--- src/rtl/trfs_pkg.sv ---
// Shared types and constants for the triangle span generator.
`timescale 1ns / 1ps
package trfs_pkg;

  localparam int COORD_BITS = 12;
  localparam int ACC_W      = 2 * COORD_BITS + 1;
  localparam int CNT_W      = $clog2(ACC_W + 1);
  localparam int COLOR_W    = 16;
  localparam int Q_DEPTH    = 2;
  localparam int QPTR_W     = $clog2(Q_DEPTH);
  localparam int QCNT_W     = $clog2(Q_DEPTH + 1);

  typedef logic signed [COORD_BITS-1:0] coord_t;
  typedef logic signed [COORD_BITS:0]   delta_t;
  typedef logic signed [COORD_BITS+1:0] wide_t;
  typedef logic [COORD_BITS-1:0]        height_t;
  typedef logic signed [ACC_W-1:0]      acc_t;
  typedef logic [ACC_W-1:0]             mag_t;
  typedef logic [COORD_BITS:0]          len_t;
  typedef logic [COLOR_W-1:0]           color_t;

  typedef enum logic {
    OP_LOAD = 1'b0,
    OP_NEXT = 1'b1
  } op_t;

  typedef enum logic [2:0] {
    PH_IDLE  = 3'b001,
    PH_UPPER = 3'b010,
    PH_LOWER = 3'b100
  } ph_t;

  typedef enum logic [3:0] {
    ST_WAIT  = 4'b0001,
    ST_START = 4'b0010,
    ST_DIV   = 4'b0100,
    ST_EMIT  = 4'b1000
  } st_t;

  typedef struct packed {
    op_t    op;
    logic   flat;
    coord_t x0;
    coord_t y0;
    coord_t x1;
    coord_t y1;
    coord_t x2;
    coord_t y2;
    color_t color;
  } cmd_t;

  typedef struct packed {
    coord_t x;
    coord_t y;
    len_t   length;
    color_t color;
    logic   last;
  } span_t;

endpackage

--- src/rtl/trfs_if.sv ---
// Handshake channel interfaces for commands and spans.
`timescale 1ns / 1ps
interface trfs_in_if import trfs_pkg::*; ();
  logic   valid;
  logic   ready;
  logic   opcode;
  coord_t vx_a;
  coord_t vy_a;
  coord_t vx_b;
  coord_t vy_b;
  coord_t vx_c;
  coord_t vy_c;
  color_t fill_color;

  modport source (output valid, opcode, vx_a, vy_a, vx_b, vy_b, vx_c, vy_c, fill_color,
                  input ready);
  modport sink (input valid, opcode, vx_a, vy_a, vx_b, vy_b, vx_c, vy_c, fill_color,
                output ready);
endinterface

interface trfs_out_if import trfs_pkg::*; ();
  logic   valid;
  logic   ready;
  coord_t span_x;
  coord_t span_y;
  len_t   span_length;
  color_t span_color;
  logic   span_last;

  modport source (output valid, span_x, span_y, span_length, span_color, span_last,
                  input ready);
  modport sink (input valid, span_x, span_y, span_length, span_color, span_last,
                output ready);
endinterface

--- src/rtl/trfs_front.sv ---
// Command front end: sort vertices by y, flag flat triangles, queue commands.
`timescale 1ns / 1ps
module trfs_front import trfs_pkg::*; (
  input  logic      clk,
  input  logic      rst_n,
  trfs_in_if.sink   in_ch,
  output cmd_t      cmd,
  output logic      cmd_valid,
  input  logic      cmd_pop
);

  cmd_t              sorted;
  cmd_t              q_r [Q_DEPTH];
  logic [QPTR_W-1:0] wr_ptr_r, wr_ptr_nxt;
  logic [QPTR_W-1:0] rd_ptr_r, rd_ptr_nxt;
  logic [QCNT_W-1:0] cnt_r, cnt_nxt;
  logic              push;
  logic              pop;

  always_comb begin
    coord_t ax, ay, bx, by, cx, cy, tx, ty;
    tx = '0; ty = '0;
    ax = in_ch.vx_a; ay = in_ch.vy_a;
    bx = in_ch.vx_b; by = in_ch.vy_b;
    cx = in_ch.vx_c; cy = in_ch.vy_c;
    if (ay > by) begin
      tx = ax; ty = ay; ax = bx; ay = by; bx = tx; by = ty;
    end
    if (by > cy) begin
      tx = bx; ty = by; bx = cx; by = cy; cx = tx; cy = ty;
    end
    if (ay > by) begin
      tx = ax; ty = ay; ax = bx; ay = by; bx = tx; by = ty;
    end
    sorted.op    = op_t'(in_ch.opcode);
    sorted.flat  = (ay == cy);
    sorted.x0    = ax;
    sorted.y0    = ay;
    sorted.x1    = bx;
    sorted.y1    = by;
    sorted.x2    = cx;
    sorted.y2    = cy;
    sorted.color = in_ch.fill_color;
  end

  assign in_ch.ready = (cnt_r != QCNT_W'(Q_DEPTH));
  assign push        = in_ch.valid && in_ch.ready;
  assign cmd_valid   = (cnt_r != '0);
  assign pop         = cmd_pop && cmd_valid;
  assign cmd         = q_r[rd_ptr_r];

  always_comb begin
    wr_ptr_nxt = push ? QPTR_W'(wr_ptr_r + 1'b1) : wr_ptr_r;
    rd_ptr_nxt = pop ? QPTR_W'(rd_ptr_r + 1'b1) : rd_ptr_r;
    cnt_nxt    = QCNT_W'(cnt_r + QCNT_W'(push) - QCNT_W'(pop));
  end

  always_ff @(posedge clk) begin
    if (!rst_n) begin
      wr_ptr_r <= '0;
      rd_ptr_r <= '0;
      cnt_r    <= '0;
    end else begin
      wr_ptr_r <= wr_ptr_nxt;
      rd_ptr_r <= rd_ptr_nxt;
      cnt_r    <= cnt_nxt;
    end
  end

  always_ff @(posedge clk) begin
    if (push) begin
      q_r[wr_ptr_r] <= sorted;
    end
  end

endmodule

--- src/rtl/trfs_div.sv ---
// Radix-2 restoring divider: signed accumulator over edge height, truncating.
`timescale 1ns / 1ps
module trfs_div import trfs_pkg::*; (
  input  logic    clk,
  input  logic    rst_n,
  input  logic    start,
  input  acc_t    num,
  input  height_t den,
  output logic    done,
  output delta_t  quo
);

  logic              busy_r, busy_nxt;
  logic              done_r, done_nxt;
  logic [CNT_W-1:0]  cnt_r, cnt_nxt;
  logic [COORD_BITS-1:0] rem_r, rem_nxt;
  mag_t              q_r, q_nxt;
  height_t           den_r;
  logic              neg_r;
  logic              zero_r;
  logic [COORD_BITS:0] shifted;
  logic              fits;
  delta_t            mag;

  assign shifted = {rem_r, q_r[ACC_W-1]};
  assign fits    = (shifted >= {1'b0, den_r});
  assign mag     = delta_t'(q_r[COORD_BITS:0]);

  always_comb begin
    busy_nxt = busy_r;
    done_nxt = 1'b0;
    cnt_nxt  = cnt_r;
    rem_nxt  = rem_r;
    q_nxt    = q_r;
    if (start) begin
      busy_nxt = 1'b1;
      cnt_nxt  = CNT_W'(ACC_W);
      rem_nxt  = '0;
      q_nxt    = num[ACC_W-1] ? mag_t'(-num) : mag_t'(num);
    end else if (busy_r) begin
      rem_nxt = fits ? COORD_BITS'(shifted - {1'b0, den_r}) : shifted[COORD_BITS-1:0];
      q_nxt   = {q_r[ACC_W-2:0], fits};
      cnt_nxt = CNT_W'(cnt_r - 1'b1);
      if (cnt_r == CNT_W'(1)) begin
        busy_nxt = 1'b0;
        done_nxt = 1'b1;
      end
    end
  end

  always_ff @(posedge clk) begin
    if (!rst_n) begin
      busy_r <= 1'b0;
      done_r <= 1'b0;
      cnt_r  <= '0;
    end else begin
      busy_r <= busy_nxt;
      done_r <= done_nxt;
      cnt_r  <= cnt_nxt;
    end
  end

  always_ff @(posedge clk) begin
    rem_r <= rem_nxt;
    q_r   <= q_nxt;
    if (start) begin
      den_r  <= den;
      neg_r  <= num[ACC_W-1];
      zero_r <= (den == '0);
    end
  end

  assign done = done_r;
  assign quo  = zero_r ? '0 : (neg_r ? delta_t'(-mag) : mag);

endmodule

--- src/rtl/trfs_engine.sv ---
// Span engine: triangle setup, edge interpolation and output register.
`timescale 1ns / 1ps
module trfs_engine import trfs_pkg::*; (
  input  logic  clk,
  input  logic  rst_n,
  input  cmd_t  cmd,
  input  logic  cmd_valid,
  output logic  cmd_pop,
  output span_t span,
  output logic  span_valid,
  input  logic  span_ready
);

  st_t     st_r, st_nxt;
  ph_t     ph_r, ph_nxt;
  coord_t  row_r, bottom_y_r, top_x_r, mid_x_r;
  delta_t  upper_end_row_r;
  delta_t  dx_tm_r, dx_tb_r, dx_mb_r;
  height_t h_tm_r, h_tb_r, h_mb_r;
  acc_t    short_acc_r, long_acc_r;
  color_t  color_r;
  logic    out_valid_r, out_valid_nxt;
  span_t   out_r;

  logic    slot_free;
  logic    flat_load;
  logic    setup;
  logic    emit;
  logic    div_start;
  logic    short_done, long_done;
  delta_t  short_q, long_q;
  wide_t   a_val, b_val, lo, hi;
  logic    last;
  coord_t  row_inc;
  coord_t  flat_lo, flat_hi;
  span_t   flat_span, tri_span;

  assign slot_free = !out_valid_r || span_ready;
  assign flat_load = (cmd.op == OP_LOAD) && cmd.flat;
  assign cmd_pop   = (st_r == ST_WAIT) && cmd_valid && (!flat_load || slot_free);
  assign setup     = cmd_pop && (cmd.op == OP_LOAD) && !cmd.flat;
  assign div_start = (st_r == ST_START);
  assign emit      = (st_r == ST_EMIT) && slot_free;

  trfs_div u_div_short (
    .clk   (clk),
    .rst_n (rst_n),
    .start (div_start),
    .num   (short_acc_r),
    .den   ((ph_r == PH_UPPER) ? h_tm_r : h_mb_r),
    .done  (short_done),
    .quo   (short_q)
  );

  trfs_div u_div_long (
    .clk   (clk),
    .rst_n (rst_n),
    .start (div_start),
    .num   (long_acc_r),
    .den   (h_tb_r),
    .done  (long_done),
    .quo   (long_q)
  );

  always_comb begin
    flat_lo = cmd.x0;
    flat_hi = cmd.x0;
    if (cmd.x1 < flat_lo) flat_lo = cmd.x1;
    if (cmd.x1 > flat_hi) flat_hi = cmd.x1;
    if (cmd.x2 < flat_lo) flat_lo = cmd.x2;
    if (cmd.x2 > flat_hi) flat_hi = cmd.x2;
    flat_span.x      = flat_lo;
    flat_span.y      = cmd.y0;
    flat_span.length = len_t'(wide_t'(flat_hi) - wide_t'(flat_lo) + wide_t'(1));
    flat_span.color  = cmd.color;
    flat_span.last   = 1'b1;
  end

  always_comb begin
    a_val = ((ph_r == PH_UPPER) ? wide_t'(top_x_r) : wide_t'(mid_x_r)) + wide_t'(short_q);
    b_val = wide_t'(top_x_r) + wide_t'(long_q);
    lo    = (a_val > b_val) ? b_val : a_val;
    hi    = (a_val > b_val) ? a_val : b_val;
    last  = (row_r >= bottom_y_r);
    row_inc = coord_t'(row_r + 1'b1);
    tri_span.x      = coord_t'(lo);
    tri_span.y      = row_r;
    tri_span.length = len_t'(hi - lo + wide_t'(1));
    tri_span.color  = color_r;
    tri_span.last   = last;
  end

  always_comb begin
    st_nxt = st_r;
    case (st_r)
      ST_WAIT: begin
        if (cmd_pop) begin
          if (cmd.op == OP_LOAD) begin
            st_nxt = cmd.flat ? ST_WAIT : ST_START;
          end else if (ph_r != PH_IDLE) begin
            st_nxt = ST_START;
          end
        end
      end
      ST_START: st_nxt = ST_DIV;
      ST_DIV: begin
        if (short_done && long_done) st_nxt = ST_EMIT;
      end
      ST_EMIT: begin
        if (emit) st_nxt = ST_WAIT;
      end
      default: st_nxt = ST_WAIT;
    endcase
  end

  always_comb begin
    ph_nxt = ph_r;
    if (cmd_pop && flat_load) begin
      ph_nxt = PH_IDLE;
    end else if (setup) begin
      ph_nxt = (delta_t'(cmd.y0) <= ((cmd.y1 == cmd.y2) ? delta_t'(cmd.y1)
               : delta_t'(delta_t'(cmd.y1) - delta_t'(1)))) ? PH_UPPER : PH_LOWER;
    end else if (emit) begin
      if (last) begin
        ph_nxt = PH_IDLE;
      end else if (ph_r == PH_UPPER && delta_t'(row_inc) > upper_end_row_r) begin
        ph_nxt = PH_LOWER;
      end
    end
  end

  always_comb begin
    out_valid_nxt = out_valid_r;
    if (span_ready) out_valid_nxt = 1'b0;
    if ((cmd_pop && flat_load) || emit) out_valid_nxt = 1'b1;
  end

  always_ff @(posedge clk) begin
    if (!rst_n) begin
      st_r        <= ST_WAIT;
      ph_r        <= PH_IDLE;
      out_valid_r <= 1'b0;
    end else begin
      st_r        <= st_nxt;
      ph_r        <= ph_nxt;
      out_valid_r <= out_valid_nxt;
    end
  end

  always_ff @(posedge clk) begin
    if (cmd_pop && flat_load) begin
      out_r <= flat_span;
    end else if (emit) begin
      out_r <= tri_span;
    end
    if (setup) begin
      top_x_r         <= cmd.x0;
      mid_x_r         <= cmd.x1;
      bottom_y_r      <= cmd.y2;
      dx_tm_r         <= delta_t'(delta_t'(cmd.x1) - delta_t'(cmd.x0));
      dx_tb_r         <= delta_t'(delta_t'(cmd.x2) - delta_t'(cmd.x0));
      dx_mb_r         <= delta_t'(delta_t'(cmd.x2) - delta_t'(cmd.x1));
      h_tm_r          <= height_t'(delta_t'(cmd.y1) - delta_t'(cmd.y0));
      h_tb_r          <= height_t'(delta_t'(cmd.y2) - delta_t'(cmd.y0));
      h_mb_r          <= height_t'(delta_t'(cmd.y2) - delta_t'(cmd.y1));
      upper_end_row_r <= (cmd.y1 == cmd.y2) ? delta_t'(cmd.y1)
                         : delta_t'(delta_t'(cmd.y1) - delta_t'(1));
      row_r           <= cmd.y0;
      short_acc_r     <= '0;
      long_acc_r      <= '0;
      color_r         <= cmd.color;
    end else if (emit && !last) begin
      row_r      <= row_inc;
      long_acc_r <= acc_t'(long_acc_r + acc_t'(dx_tb_r));
      if (ph_r == PH_UPPER && delta_t'(row_inc) > upper_end_row_r) begin
        short_acc_r <= '0;
      end else begin
        short_acc_r <= acc_t'(short_acc_r +
                       acc_t'((ph_r == PH_UPPER) ? dx_tm_r : dx_mb_r));
      end
    end
  end

  assign span       = out_r;
  assign span_valid = out_valid_r;

endmodule

--- src/rtl/triangle_fill_span_generator.sv ---
// Top level of the scanline triangle span generator.
// A span leaves once its command is accepted into an idle engine and has passed
// pop, start, 25 divider steps, done and emit; a flat span is registered at pop.
// Spans are paced by the two parallel 25-step dividers; no new command until emit.
// A two-entry command queue keeps accepting while a span waits at the output.
// Reset (synchronous, active low) empties the queue and returns to idle.
`timescale 1ns / 1ps
module triangle_fill_span_generator import trfs_pkg::*; (
  input  logic       clk,
  input  logic       rst_n,
  trfs_in_if.sink    in_ch,
  trfs_out_if.source out_ch
);

  cmd_t  cmd;
  logic  cmd_valid;
  logic  cmd_pop;
  span_t span;

  trfs_front u_front (
    .clk       (clk),
    .rst_n     (rst_n),
    .in_ch     (in_ch),
    .cmd       (cmd),
    .cmd_valid (cmd_valid),
    .cmd_pop   (cmd_pop)
  );

  trfs_engine u_engine (
    .clk        (clk),
    .rst_n      (rst_n),
    .cmd        (cmd),
    .cmd_valid  (cmd_valid),
    .cmd_pop    (cmd_pop),
    .span       (span),
    .span_valid (out_ch.valid),
    .span_ready (out_ch.ready)
  );

  assign out_ch.span_x      = span.x;
  assign out_ch.span_y      = span.y;
  assign out_ch.span_length = span.length;
  assign out_ch.span_color  = span.color;
  assign out_ch.span_last   = span.last;

endmodule

--- src/flat_wrapper.sv ---
// flat-port wrapper written by rule: the top's interface ports become plain ports
module triangle_fill_span_generator_flat import trfs_pkg::*;
  (clk, rst_n, in_ch_valid, in_ch_opcode, in_ch_vx_a, in_ch_vy_a, in_ch_vx_b, in_ch_vy_b, in_ch_vx_c, in_ch_vy_c, in_ch_fill_color, in_ch_ready, out_ch_valid, out_ch_span_x, out_ch_span_y, out_ch_span_length, out_ch_span_color, out_ch_span_last, out_ch_ready);
  trfs_in_if in_ch_i ();
  trfs_out_if out_ch_i ();
  input  logic clk;
  input  logic rst_n;
  input wire logic [$bits(in_ch_i.valid)-1:0] in_ch_valid;
  input wire logic [$bits(in_ch_i.opcode)-1:0] in_ch_opcode;
  input wire logic [$bits(in_ch_i.vx_a)-1:0] in_ch_vx_a;
  input wire logic [$bits(in_ch_i.vy_a)-1:0] in_ch_vy_a;
  input wire logic [$bits(in_ch_i.vx_b)-1:0] in_ch_vx_b;
  input wire logic [$bits(in_ch_i.vy_b)-1:0] in_ch_vy_b;
  input wire logic [$bits(in_ch_i.vx_c)-1:0] in_ch_vx_c;
  input wire logic [$bits(in_ch_i.vy_c)-1:0] in_ch_vy_c;
  input wire logic [$bits(in_ch_i.fill_color)-1:0] in_ch_fill_color;
  output wire logic [$bits(in_ch_i.ready)-1:0] in_ch_ready;
  output wire logic [$bits(out_ch_i.valid)-1:0] out_ch_valid;
  output wire logic [$bits(out_ch_i.span_x)-1:0] out_ch_span_x;
  output wire logic [$bits(out_ch_i.span_y)-1:0] out_ch_span_y;
  output wire logic [$bits(out_ch_i.span_length)-1:0] out_ch_span_length;
  output wire logic [$bits(out_ch_i.span_color)-1:0] out_ch_span_color;
  output wire logic [$bits(out_ch_i.span_last)-1:0] out_ch_span_last;
  input wire logic [$bits(out_ch_i.ready)-1:0] out_ch_ready;
  assign in_ch_i.valid = in_ch_valid;
  assign in_ch_i.opcode = in_ch_opcode;
  assign in_ch_i.vx_a = in_ch_vx_a;
  assign in_ch_i.vy_a = in_ch_vy_a;
  assign in_ch_i.vx_b = in_ch_vx_b;
  assign in_ch_i.vy_b = in_ch_vy_b;
  assign in_ch_i.vx_c = in_ch_vx_c;
  assign in_ch_i.vy_c = in_ch_vy_c;
  assign in_ch_i.fill_color = in_ch_fill_color;
  assign in_ch_ready = in_ch_i.ready;
  assign out_ch_valid = out_ch_i.valid;
  assign out_ch_span_x = out_ch_i.span_x;
  assign out_ch_span_y = out_ch_i.span_y;
  assign out_ch_span_length = out_ch_i.span_length;
  assign out_ch_span_color = out_ch_i.span_color;
  assign out_ch_span_last = out_ch_i.span_last;
  assign out_ch_i.ready = out_ch_ready;
  triangle_fill_span_generator u_core (.clk(clk), .rst_n(rst_n), .in_ch(in_ch_i), .out_ch(out_ch_i));
endmodule
--- config.mk ---
export PLATFORM = sky130hd
export DESIGN_NAME = triangle_fill_span_generator_flat
export DESIGN_NICKNAME = d
export VERILOG_FILES = /design/src/rtl/trfs_pkg.sv /design/src/rtl/trfs_if.sv /design/src/rtl/trfs_front.sv /design/src/rtl/trfs_div.sv /design/src/rtl/trfs_engine.sv /design/src/rtl/triangle_fill_span_generator.sv /design/src/flat_wrapper.sv
export SDC_FILE = /design/constraint.sdc
export NUM_CORES = 1
export LEC_CHECK = 0
export ABC_AREA = 0
export BUFFER_PORTS_ARGS = -buffer_cell sky130_fd_sc_hd__buf_2
export CAP_MARGIN = 20
export CORE_MARGIN = 8
export CORE_UTILIZATION = 35
export DETAILED_ROUTE_END_ITERATION = 12
export GPL_TIMING_DRIVEN = 0
export PLACE_DENSITY = 0.61
export SLEW_MARGIN = 20
export SYNTH_ARGS = -nofsm -noshare
export SYNTH_HDL_FRONTEND = slang
export SYNTH_SLANG_ARGS = --single-unit
--- constraint.sdc ---
create_clock -name clk -period 10.5 [get_ports clk]
set_input_delay 1.575 -clock clk [delete_from_list [all_inputs] [get_ports clk]]
set_output_delay 1.575 -clock clk [all_outputs]
set_load 0.02 [all_outputs]
**After elaboration in Yosys (flattened, before gate mapping)**

Memory sizes are Yosys's and may differ from the RTL's. A register that Yosys moved wholly into a read port is not among the register bits.
Index checks and enable logic that the tools add are counted.

- Bits in registers: 384
- Bits in writable memories: 180
- Input port bits: 93
- Output and inout bits: 56
- Logic and storage cells: 208
- Memories kept: 1

Memory list:

| memory | depth | width | rd ports | clocked after Yosys merged registers in | wr ports | RTL line | text |
|---|---|---|---|---|---|---|---|
| u_core.u_front.q_r | 2 | 90 | 1 | 1 | 1 | trfs_front.sv:13 | `cmd_t q_r [Q_DEPTH];` |

- Add/sub/neg operators: 28
- Magnitude comparators: 13
- Equal/unequal tests: 15
- Muxes and demuxes: 69
- Bitwise logic cells: 4
- Reduce and logical (&&, ||, !) cells: 35

Operator list:

| cell | number |
|---|---|
| $mux W12 | 21 |
| $mux W25 | 8 |
| $mux W54 | 2 |
| $mux W13 | 7 |
| $gt A12 B12 Y1 | 5 |
| $sub A12 B12 Y12 | 5 |
| $sub A12 B12 Y13 | 4 |
| $neg A25 Y25 | 2 |
| $add A13 B2 Y13 const B | 2 |
| $ge A13 B12 Y1 | 2 |
| $neg A13 Y13 | 2 |
| $add A25 B13 Y25 | 1 |
| $add A25 B25 Y25 | 1 |
| $eq A12 B12 Y1 | 2 |
| $logic_not A12 Y1 | 2 |
| $lt A12 B12 Y1 | 2 |
| $mux W4 | 5 |
| $mux W5 | 4 |
| $pmux W4 S4 | 1 |
| $mux W3 | 5 |
| $add A12 B13 Y14 | 1 |
| $add A14 B13 Y14 | 1 |
| $gt A14 B14 Y1 | 1 |
| $mux W1 | 14 |
| 31 further kinds | 64 |

**Logic depth before layout (Yosys ltp)**

Gate-level depths: netlist of run 1.

- Depth after elaboration: 10
- Gate-level depth with buffers: 49
- Depth with buffers taken out: 45

**Cells and area by module**

A second synthesis of run 1 with hierarchy kept.

- Cell total of the unflattened synthesis: 3,455
- Area total of the unflattened synthesis: 35,963.2 µm²

By module, submodules not included:

| module | times used | cells an instance | area an instance (µm²) | sequential area each (µm²) |
|---|---|---|---|---|
| trfs_engine | 1 | 1,942 | 19,214.7 | 7,337.0 |
| trfs_front | 1 | 745 | 9,461.6 | 5,505.3 |
| trfs_div | 2 | 384 | 3,643.5 | 1,551.5 |

**Worst setup path after synthesis of run 1**

No wires, ideal clock.

- Path kind: reg-to-reg
- From: register (tool-made name)
- To: register u_core.u_engine.out_r (netlist bit u_core.u_engine.span[29]), data pin
- Data arrival time: 9.110 ns
- Data required time: 10.243 ns
- Setup slack: 1.133 ns
- Stages on the path, launching flop included: 47
- Buffers on the path: 5
- Clock period less this slack: 9.367 ns
- Cells stage by stage: dfxtp_1 > buf_2 > buf_1 > buf_1 > mux2i_1 > inv_1 > ha_1 > nor2b_1 > o21ai_0 > a21boi_1 > o21ai_0 > a21boi_0 > o21ai_1 > a21oi_1 > o31ai_1 > a31oi_1 > o31a_1 > buf_2 > [11 not listed] > a21oi_1 > a2111oi_0 > o22ai_1 > clkbuf_1 > mux2i_1 > ha_1 > ha_1 > a21o_1 > a21oi_1 > o21ai_0 > a21oi_1 > o21bai_1 > a21oi_1 > o21bai_1 > a21oi_1 > o21ai_0 > xnor2_1 > a32o_1

RTL lines:

| item | RTL line | text |
|---|---|---|
| end signal: assignment | trfs_engine.sv:152 | `out_r <= flat_span;` |
| end signal: assignment | trfs_engine.sv:154 | `out_r <= tri_span;` |
| end: declaration | trfs_engine.sv:23 | `span_t out_r;` |

==> results of run 1 <==
[cell usage in the layout (no fill, tap or decap), types with 31 or more instances in the layout]
cell type and count:
nor2b_1 48, o31ai_1 31, nor3_1 34, o22ai_1 56
inv_1 310, dfxtp_1 102, nor2_1 267, clkbuf_16 59
clkbuf_1 94, xor2_1 113, nand4_1 37, o21ai_0 258
mux2_2 103, xnor2_1 123, nand2b_1 36, a21oi_1 184
ha_1 322, a21o_1 66, edfxtp_1 463, buf_2 156
mux2i_1 136, nand3_1 46, nand2_1 299, o21a_1 32
[critical path, delay by kind of cell, from the launching register on]
family / cells / cell delay [ns]
buffers and inverters: 7 / 1.48
DFF: 1 / 0.36
AOI/OAI and AO/OA: 29 / 5.18
xor gates and xnor gates: 1 / 0.17
muxes: 3 / 0.79
and+or+nand+nor: 2 / 0.27
adders and majority gates: 4 / 1.22
[sequential cells by signal (all words and copies together) (netlist names), 13 cells and up, named ones only]
register and count:
u_core.u_engine.u_div_long.q_r 25, u_core.u_engine.dx_tb_r 13, u_core.u_engine.span 54, u_core.u_engine.dx_mb_r 13, u_core.u_front.q_r 180, u_core.u_engine.dx_tm_r 13, u_core.u_engine.short_acc_r 25, u_core.u_engine.color_r 16
u_core.u_engine.u_div_short.q_r 25, u_core.u_engine.upper_end_row_r 13, u_core.u_engine.long_acc_r 25
[kinds of logic (layout without fill, tap and decap cells)]
| family | count (synthesis) | after routing | share of synthesized area |
|---|---|---|---|
| buffers and inverters | 427 | 689 | 0.0458 |
| XOR/XNOR | 236 | 236 | 0.0578 |
| adder cells (fa/ha/maj) | 336 | 336 | 0.121 |
| AND/OR/NAND/NOR | 890 | 890 | 0.115 |
| flip-flops | 565 | 565 | 0.446 |
| multiplexers | 245 | 245 | 0.0725 |
| AO/OA/AOI/OAI | 813 | 813 | 0.142 |
[synth_stat cells (all sizes together) (18+ instances only)]
cell type / n
edfxtp: 463
ha: 322
inv: 311
nand2: 302
nor2: 268
o21ai: 264
a21oi: 186
mux2i: 138
xnor2: 123
xor2: 113
mux2: 107
dfxtp: 102
clkbuf: 86
a21o: 66
o22ai: 57
nor2b: 48
nand3: 46
nand4: 37
nand2b: 36
nor3: 35
a21boi: 32
o21a: 32
o31ai: 31
buf: 30
or3: 29
a22o: 22
nor4: 18
[final cells by class]
class                           count  area (µm²)
Buffer                            115         492
Fill cell                        9994       61100
Sequential cell                   565       15900
Multi-Input combinational cell   2520       18200
Timing Repair Buffer              156         983
Clock inverter                     36         385
Tap cell                         1368        1710
Clock buffer                       71        1530
Inverter                          311        1170
[routing by layer]
layer | vias to the layer above | GRT usage
li1 | 13100 | -
met1 | 12700 | 0.223
met2 | 667 | 0.275
met3 | 139 | 0.0211
met4 | 0 | 0.0451
met5 | - | 0
[report_power, final]
group          switching, mW  internal (mW)  leakage (nW)
Sequential             0.179           3.15          5.09
Clock                  0.889           1.21         0.925
Combinational           4.49           2.84          10.7
[metrics by stage]
stage                     worst slack, ns  TNS, ns  power, mW  hold WS [ns]  cells
after detailed placement            -1.06    -5.53       10.5         0.412   5033
after floorplan                      1.13        0       8.43         0.406   3512
final                               0.772        0       12.8         0.432   5142
after global routing               0.0153        0       13.6         0.440   5142
after CTS                         0.00525        0       12.7         0.429   5140
after global placement              -1.08   -28.97       10.5         0.411   5024
[repair_timing]
action / in CTS / in global routing
pin swaps: 0 / 0
gates resized for setup: 11 / 15
hold buffers: 0 / 0
setup endpoints to repair: 9 / 6
setup buffers: 0 / 2
[worst paths after layout]
path                                                from                                    endpoint  slack, ns  depth (start not counted)
max                                             register          u_core.u_engine.span[29]$_DFFE_PP_       0.77                         46
min          u_core.u_engine.long_acc_r[24]$_SDFFE_PP0P_  u_core.u_engine.u_div_long.neg_r$_DFFE_PP_       0.43                          0
max reg2reg                                     register          u_core.u_engine.span[29]$_DFFE_PP_       0.77                         46
min reg2reg  u_core.u_engine.long_acc_r[24]$_SDFFE_PP0P_  u_core.u_engine.u_div_long.neg_r$_DFFE_PP_       0.43                          0
==> results.ini, run 1 <==
[outcome]
outcome = completed

[cts]
root_buffer = clkbuf_16
cts.sinks = 565
path_clk_slew_ns = 0.06
insertion_delay_ns = 0.63
clockBufferDepth = 3
numCtsBuffers = 58
htree_levels = 2
cts_tree = built

[global_route]
grt_pass1_vias = 25800
grt_pass1_wl_um = 147000
grt_overflow_total = 0
grt_antenna_before_repair = 0
grt_usage = 0.164
grt_max_degree = 54

[power]
p_per_area_mw_per_mm2 = 316
irDropWorstVdd_uv = 402
p_leak_nw = 16.7

[worst_setup_path]
cp_max_fo = 10
end_kind = register
startpoint_type = register
required_ns = 10.88
slowest_stage = a2111oi_2
cpPeakStageDelay_ns = 0.37
path_class = reg2reg
cp_data_arrival_time_ns = 10.11
path_common_cell = o21a_1

[detailed_routing]
dr_total_vias = 26600
avgViaCountPerCell = 5.18
routed_wl_um = 95800
wire_per_inst_um = 18.6
wl_met2_um = 44300
drcViolationCount = 0
drt_first_iter_violations = 2042
top_layer = met4
wl_met1_um = 43800
firstDrtPassIters = 5
wl_met3_um = 5120
ant_nets = 0

[sta]
final-max-slew-violation-count = 0
finClkSkew_ns = 0.0166
grt_setup_unrepaired = no
finalHoldViolCount = 0
fmax_mhz = 103
slew_headroom = 0.305
post-route-period-util = 0.926
min_period_ns = 9.73
tightest_slew_ns = 1.04
setup_viol = 0

[place]
gp_congestion = 0.920
post_dp_cell_area_mm2 = 0.0384
dpl.hpwl_um = 75200
io_buffers = 144

[floorplanning]
initial_core_util = 0.352
fp.coreArea_mm2 = 0.102
ios = 149
rows = 117
die-area_mm2 = 0.113
die_h_um = 336
fp.dieW_um = 336

[logic_synthesis]
syn_area_mm2 = 0.0357
syn_inst = 3512
synth-edff-count = 463
syn_nets = 3941
yosysWarningCount = 0
ys.flop_type = edfxtp_1
async_flop_share = 0
synth_area_per_cell_um2 = 10.2
synth_cell_types = 80
synth-seq-cells = 565
netlist.area_leader.share = 0.389
yosysTopAreaCell = edfxtp_1
synth_seq_area_share = 0.446
synthTopCellsByArea = edfxtp_1 39%, ha_1 11%, dfxtp_1 5.7%, mux2i_1 3.9%, o21ai_0 3.6%

[final_layout]
post-route-util = 0.398
num_antenna_cells = 0
drive_gt1_frac = 0.110
layout-area-overhead-vs-synth_pct = 13.1
final_nets = 4156
stdcell_area_mm2 = 0.0404

[run]
maxCapViolCount = 0

[hold_path]
min_path_type = reg2reg

No activity file was read; power rests on OpenSTA's default activity.
==> run 2: changes to the inputs <==
--- a/config.mk
+++ b/config.mk
@@ -7,12 +7,12 @@
 export LEC_CHECK = 0
 export ABC_AREA = 0
 export BUFFER_PORTS_ARGS = -buffer_cell sky130_fd_sc_hd__buf_2
-export CAP_MARGIN = 20
+export CAP_MARGIN = 15
 export CORE_MARGIN = 8
 export CORE_UTILIZATION = 35
 export DETAILED_ROUTE_END_ITERATION = 12
 export GPL_TIMING_DRIVEN = 0
-export PLACE_DENSITY = 0.61
+export PLACE_DENSITY = 0.63
 export SLEW_MARGIN = 20
 export SYNTH_ARGS = -nofsm -noshare
 export SYNTH_HDL_FRONTEND = slang
==> constraint.sdc (replaced) <==
create_clock -name clk -period 8.7 [get_ports clk]
set_input_delay 1.305 -clock clk [delete_from_list [all_inputs] [get_ports clk]]
set_output_delay 1.305 -clock clk [all_outputs]
set_load 0.02 [all_outputs]
==> run 2 against run 1 <==
  * Worst hold slack better by 0.0021 ns
  * Die area stayed put
  * Clock skew increased by 0.016 ns
  * Non-clock buffer count is 20 higher
  * First-iteration DRC count shrank 6.8%
  * Via count up 0.88%
  * Wire length rose by 0.28%
==> results.ini, run 2 (synthesis gave the netlist of run 1 again) <==
[outcome]
outcome = completed  ; unchanged

[worst_setup_path]
required_ns = 9.10  ; was 10.88 ns
path_class = in2reg  ; was reg2reg
end_kind = register  ; unchanged
slowest_stage = a2111oi_0  ; was a2111oi_2
startpoint_type = input port  ; was register
cp_data_arrival_time_ns = 8.82  ; was 10.11 ns
cpPeakStageDelay_ns = 0.64  ; was 0.37 ns
cp_max_fo = 10  ; unchanged

[detailed_routing]
dr_total_vias = 26900  ; was 26,600
avgViaCountPerCell = 5.20  ; was 5.18
ant_nets = 0  ; unchanged
drcViolationCount = 0  ; unchanged
wire_per_inst_um = 18.6  ; about the same
routed_wl_um = 96000  ; was 95,800 µm
drt_first_iter_violations = 1903  ; was 2,042
firstDrtPassIters = 6  ; was 5

[global_route]
grt_usage = 0.166  ; was 0.164
grt_overflow_total = 0  ; unchanged
grt_pass1_vias = 26300  ; was 25,800
grt_max_degree = 55  ; was 54
grt_antenna_before_repair = 0  ; unchanged
grt_pass1_wl_um = 149000  ; was 147,000 µm

[sta]
fin_tns_setup_ns = 0  ; unchanged
setup_viol = 0  ; unchanged
finClkSkew_ns = 0.0325  ; was 0.0166 ns
final-max-slew-violation-count = 0  ; unchanged
setup_slack_ns = 0.282  ; was 0.772 ns
fmax_mhz = 119
whs_ns = 0.434  ; was 0.432 ns
min_period_ns = 8.42
post-route-period-util = 0.968
slew_headroom = 0.305  ; about the same
finalHoldViolCount = 0  ; unchanged
tightest_slew_ns = 1.02  ; was 1.04 ns

[final_layout]
nFillCells = 9913  ; was 9,994
post-route-util = 0.404  ; was 0.398
stdcell_area_mm2 = 0.0411  ; was 0.0404 mm²
layout-area-overhead-vs-synth_pct = 14.9  ; was 13.1%
register_area_mm2 = 0.0159  ; about the same
mostFrequentLayoutCells = 463 x edfxtp_1, 319 x ha_1, 307 x inv_1, 297 x nand2_1, 267 x nor2_1  ; was 463 x edfxtp_1, 322 x ha_1, 310 x inv_1, 299 x nand2_1, 267 x nor2_1
stdcell_count = 5165  ; was 5,142
num_antenna_cells = 0  ; unchanged
layout_commonest_cell = edfxtp_1  ; unchanged
drive_gt1_frac = 0.132  ; was 0.110
multi_input_area_mm2 = 0.0185  ; was 0.0182 mm²
largest_register = u_core.u_front.q_r  ; unchanged
final_nets = 4176  ; was 4,156
largest_reg_flops = 180  ; unchanged

[cts]
htree_levels = 2  ; unchanged
path_clk_slew_ns = 0.06  ; about the same
cts_tree = built  ; unchanged
root_buffer = clkbuf_16  ; unchanged
clockBufferDepth = 3  ; unchanged
cts_hold_buffers = 0  ; unchanged
cts.sinks = 565  ; unchanged
numCtsBuffers = 58  ; unchanged
insertion_delay_ns = 0.64  ; was 0.63 ns

[floorplanning]
fp.coreArea_mm2 = 0.102  ; unchanged
fp.dieW_um = 336  ; unchanged
rows = 117  ; unchanged
die_h_um = 336  ; unchanged
die-area_mm2 = 0.113  ; unchanged
ios = 149  ; unchanged
initial_core_util = 0.352  ; unchanged

[hold_path]
min_path_type = reg2reg  ; unchanged

[power]
total_power_mw = 16.0  ; was 12.8 mW
irDropWorstVdd_uv = 418  ; was 402 µV
p_per_area_mw_per_mm2 = 390  ; was 316 mW/mm²
p_leak_nw = 17.0  ; was 16.7 nW

[place]
dp_slack_ns = -1.77  ; was -1.06 ns
gp_congestion = 0.910  ; was 0.920
post_dp_cell_area_mm2 = 0.0384  ; about the same
dp_cells = 5033  ; unchanged
dpl.hpwl_um = 75000  ; was 75,200 µm
io_buffers = 144  ; unchanged

[run]
maxCapViolCount = 0  ; unchanged

-- run 2: changes by cell type in the layout (fill, tap and decap cells not counted), sizes merged --
cell | previous run | this run
buf | 183 | 204
bufinv | 7 | 9
clkbuf | 159 | 149
clkdlybuf4s15 | 0 | 1
clkinv | 18 | 22
clkinvlp | 5 | 7
inv | 317 | 320
-- run 2: final timing paths --
check / start / slack (ns) / cells after the start / end
min: u_core.u_engine.short_acc_r[24]$_SDFFE_PP0P_ / 0.43 / 0 / u_core.u_engine.u_div_short.neg_r$_DFFE_PP_
min reg2reg: u_core.u_engine.short_acc_r[24]$_SDFFE_PP0P_ / 0.43 / 0 / u_core.u_engine.u_div_short.neg_r$_DFFE_PP_
max: in_ch_vy_b[9] / 0.28 / 29 / u_core.u_front.q_r[1][88]$_DFFE_PP_
max reg2reg: register / 0.34 / 48 / u_core.u_engine.span[28]$_DFFE_PP_
-- run 2: final cells by class --
type	instances	share of cell area
multi-input combinational	2520	0.451
sequential	565	0.388
tap	1368	0.0417
clock buffer	63	0.0365
inverter	311	0.0285
timing repair buffer	177	0.0269
buffer	114	0.0139
clock inverter	47	0.0137
-- run 2: timing repair --
| action | CTS | global route |
|---|---|---|
| setup buffers | 9 | 15 |
| gates resized for setup | 62 | 52 |
| pin swaps | 14 | 20 |
| setup endpoints to repair | 49 | 65 |
-- run 2: critical path, delay by kind of cell --
| kind | cells | cell delay [ns] |
|---|---|---|
| XOR/XNOR | 1 | 0.20 |
| multiplexers | 2 | 0.81 |
| AO/OA/AOI/OAI | 12 | 3.32 |
| AND/OR/NAND/NOR | 3 | 0.66 |
| adder cells (fa/ha/maj) | 3 | 0.86 |
| buffers and inverters | 8 | 1.62 |
-- run 2: power breakdown --
part / internal (mW) / switching (mW) / leakage (nW) / total [mW]
clock: 1.54 / 1.13 / 0.996 / 2.67
sequential: 3.81 / 0.230 / 5.09 / 4.04
combinational: 3.78 / 5.54 / 10.9 / 9.32
-- run 2: metal layers --
layer | share of wire | vias up | routed length (µm) | GRT usage
li1 | - | 13200 | - | -
met1 | 0.46 | 12900 | 44300 | 0.227
met2 | 0.46 | 673 | 44200 | 0.273
met3 | 0.046 | 140 | 4410 | 0.0176
met4 | 0.032 | 0 | 3080 | 0.0553
met5 | 0 | - | 0 | 0
==> run 3: changes to the inputs <==
--- a/config.mk
+++ b/config.mk
@@ -13,6 +13,7 @@
 export DETAILED_ROUTE_END_ITERATION = 12
 export GPL_TIMING_DRIVEN = 0
 export PLACE_DENSITY = 0.63
+export SETUP_SLACK_MARGIN = 0.4
 export SLEW_MARGIN = 20
 export SYNTH_ARGS = -nofsm -noshare
 export SYNTH_HDL_FRONTEND = slang
==> run 3 against run 2 <==
  * Combinational power grew 12%
  * Clock skew decreased by 0.0090 ns
  * Sequential power barely moved
  * Clock-buffer cell count rose by 1
  * Critical endpoint is now u_core.u_engine.span[29]$_DFFE_PP_
  * Highest routed layer is now met5
==> results.ini, run 3 (synthesis gave the netlist of run 1 again) <==
[final_layout]
final_nets = 4204  ; was 4,176
largest_reg_flops = 180  ; unchanged
layout_commonest_cell = edfxtp_1  ; unchanged
nFillCells = 9867  ; was 9,913
largest_register = u_core.u_front.q_r  ; unchanged
drive_gt1_frac = 0.143  ; was 0.132
num_antenna_cells = 0  ; unchanged
layout-area-overhead-vs-synth_pct = 16.0  ; was 14.9%
stdcell_count = 5190  ; was 5,165
mostFrequentLayoutCells = 463 x edfxtp_1, 316 x ha_1, 305 x inv_1, 297 x nand2_1, 266 x nor2_1  ; was 463 x edfxtp_1, 319 x ha_1, 307 x inv_1, 297 x nand2_1, 267 x nor2_1

[floorplanning]
ios = 149  ; unchanged
fp.dieW_um = 336  ; unchanged
initial_core_util = 0.352  ; unchanged
die_h_um = 336  ; unchanged
rows = 117  ; unchanged
fp.coreArea_mm2 = 0.102  ; unchanged
die-area_mm2 = 0.113  ; unchanged

[detailed_routing]
routed_wl_um = 97300  ; was 96,000 µm
avgViaCountPerCell = 5.20  ; about the same
drt_first_iter_violations = 1755  ; was 1,903
firstDrtPassIters = 5  ; was 6
drcViolationCount = 0  ; unchanged
wire_per_inst_um = 18.7  ; was 18.6 µm
dr_total_vias = 27000  ; was 26,900
ant_nets = 0  ; unchanged

[power]
comb_power_share = 0.610  ; was 0.581
switchingPower_mw = 7.22  ; was 6.90 mW
p_leak_nw = 17.2  ; was 17.0 nW
seqPwrFrac = 0.237  ; was 0.252
p_int_mw = 9.84  ; was 9.13 mW
p_per_area_mw_per_mm2 = 411  ; was 390 mW/mm²
p_clk_frac = 0.154  ; was 0.167
irDropWorstVdd_uv = 553  ; was 418 µV
swShare = 0.423  ; was 0.431

[cts]
numCtsBuffers = 57  ; was 58
root_buffer = clkbuf_16  ; unchanged
cts_tree = built  ; unchanged
insertion_delay_ns = 0.64  ; about the same
path_clk_slew_ns = 0.06  ; about the same
cts_hold_buffers = 0  ; unchanged
clockBufferDepth = 3  ; unchanged
htree_levels = 2  ; unchanged
cts.sinks = 565  ; unchanged

[worst_setup_path]
end_kind = register  ; unchanged
cp_max_fo = 6  ; was 10
startpoint_type = register  ; was input port
path_class = reg2reg  ; was in2reg
cpPeakStageDelay_ns = 0.35  ; was 0.64 ns
required_ns = 9.08  ; was 9.10 ns
cp_data_arrival_time_ns = 8.68  ; was 8.82 ns
slowest_stage = dfxtp_2  ; was a2111oi_0
path_common_cell = o21a_1

[global_route]
grt_pass1_vias = 26500  ; was 26,300
grt_pass1_wl_um = 149000  ; about the same
grt_max_degree = 54  ; was 55
grt_antenna_before_repair = 1  ; was 0
grt_usage = 0.167  ; was 0.166
grt_overflow_total = 0  ; unchanged

[place]
dp_cells = 5033  ; unchanged
io_buffers = 144  ; unchanged
dpl.hpwl_um = 75600  ; was 75,000 µm
dp_slack_ns = -1.66  ; was -1.77 ns
gp_congestion = 0.925  ; was 0.910

[sta]
fmax_mhz = 121  ; was 119 MHz
final-max-slew-violation-count = 0  ; unchanged
grt_setup_unrepaired = yes
finalHoldViolCount = 0  ; unchanged
setup_viol = 0  ; unchanged
setup_slack_ns = 0.406  ; was 0.282 ns
slew_headroom = 0.305  ; about the same
min_period_ns = 8.29  ; was 8.42 ns
post-route-period-util = 0.953  ; was 0.968
finClkSkew_ns = 0.0235  ; was 0.0325 ns
tightest_slew_ns = 1.04  ; was 1.02 ns

[hold_path]
min_path_type = reg2reg  ; unchanged

[run]
maxCapViolCount = 0  ; unchanged

[outcome]
outcome = completed  ; unchanged

## run 3: cell types whose count changed in the layout (fill, tap and decap cells not counted), moves of 4 or more
cell / delta
buf_6: +4
clkinv_4: -7
o21ai_2: +4
clkbuf_1: +4
buf_16: +5
mux2_2: -4
buf_4: +27
## run 3: timing repair
action	in CTS	in global routing
setup endpoints to repair	76	65
gates resized for setup	79	77
hold endpoints to repair	0	0
setup buffers	33	18
pin swaps	26	36
## run 3: path summary, 6_finish.rpt
path | startpoint | to | slack (ns) | cells after the start
max reg2reg | register | u_core.u_engine.span[29]$_DFFE_PP_ | 0.41 | 46
min reg2reg | u_core.u_engine.long_acc_r[24]$_SDFFE_PP0P_ | u_core.u_engine.u_div_long.neg_r$_DFFE_PP_ | 0.42 | 0
max | register | u_core.u_engine.span[29]$_DFFE_PP_ | 0.41 | 46
min | u_core.u_engine.long_acc_r[24]$_SDFFE_PP0P_ | u_core.u_engine.u_div_long.neg_r$_DFFE_PP_ | 0.42 | 0
## run 3: power groups by stage
stage                     clock [mW]  combinational (mW)  sequential [mW]
after global placement             0                8.45             4.14
after detailed placement           0                8.60             4.08
after floorplan                    0                6.14             4.08
after CTS                       2.68                9.52             4.03
final                           2.62                10.4             4.04
after global routing            2.78                11.3             4.08
## run 3: cell type report
class,instances,area [µm²],share of cell area
clock inverter,42,541,0.0130
clock buffer,64,1450,0.0350
inverter,311,1170,0.0282
buffer,116,626,0.0151
sequential,565,15900,0.385
tap,1368,1710,0.0413
multi-input combinational,2520,18700,0.450
timing repair buffer,204,1340,0.0324
## run 3: per-stage QoR
step	area, µm²	setup TNS, ns	utilization	power [mW]	hold slack (ns)
floorplan	35800	0	-	10.2	0.406
global placement	38200	-308.00	0.376	12.6	0.411
detailed placement	38500	-47.15	0.379	12.7	0.414
CTS	41100	0	0.404	16.2	0.434
global route	41500	0	0.408	18.2	0.441
finish	41500	0	0.408	17.1	0.423
## run 3: critical path: cells and delay by family (launching register included)
kind | cells | cell delay (ns)
AOI/OAI and AO/OA | 29 | 4.55
adders and majority gates | 4 | 1.14
buffers and inverters | 7 | 0.84
muxes | 3 | 0.71
DFF | 1 | 0.35
and+or+nand+nor | 2 | 0.26
xor gates and xnor gates | 1 | 0.16
## run 3: per-layer routing
layer,global-route usage,share of wire,vias to the layer above
met3,0.0236,0.051,156
met4,0.0599,0.036,2
met1,0.223,0.45,13000
met5,0,0.00021,-
met2,0.275,0.46,662
li1,-,-,13200
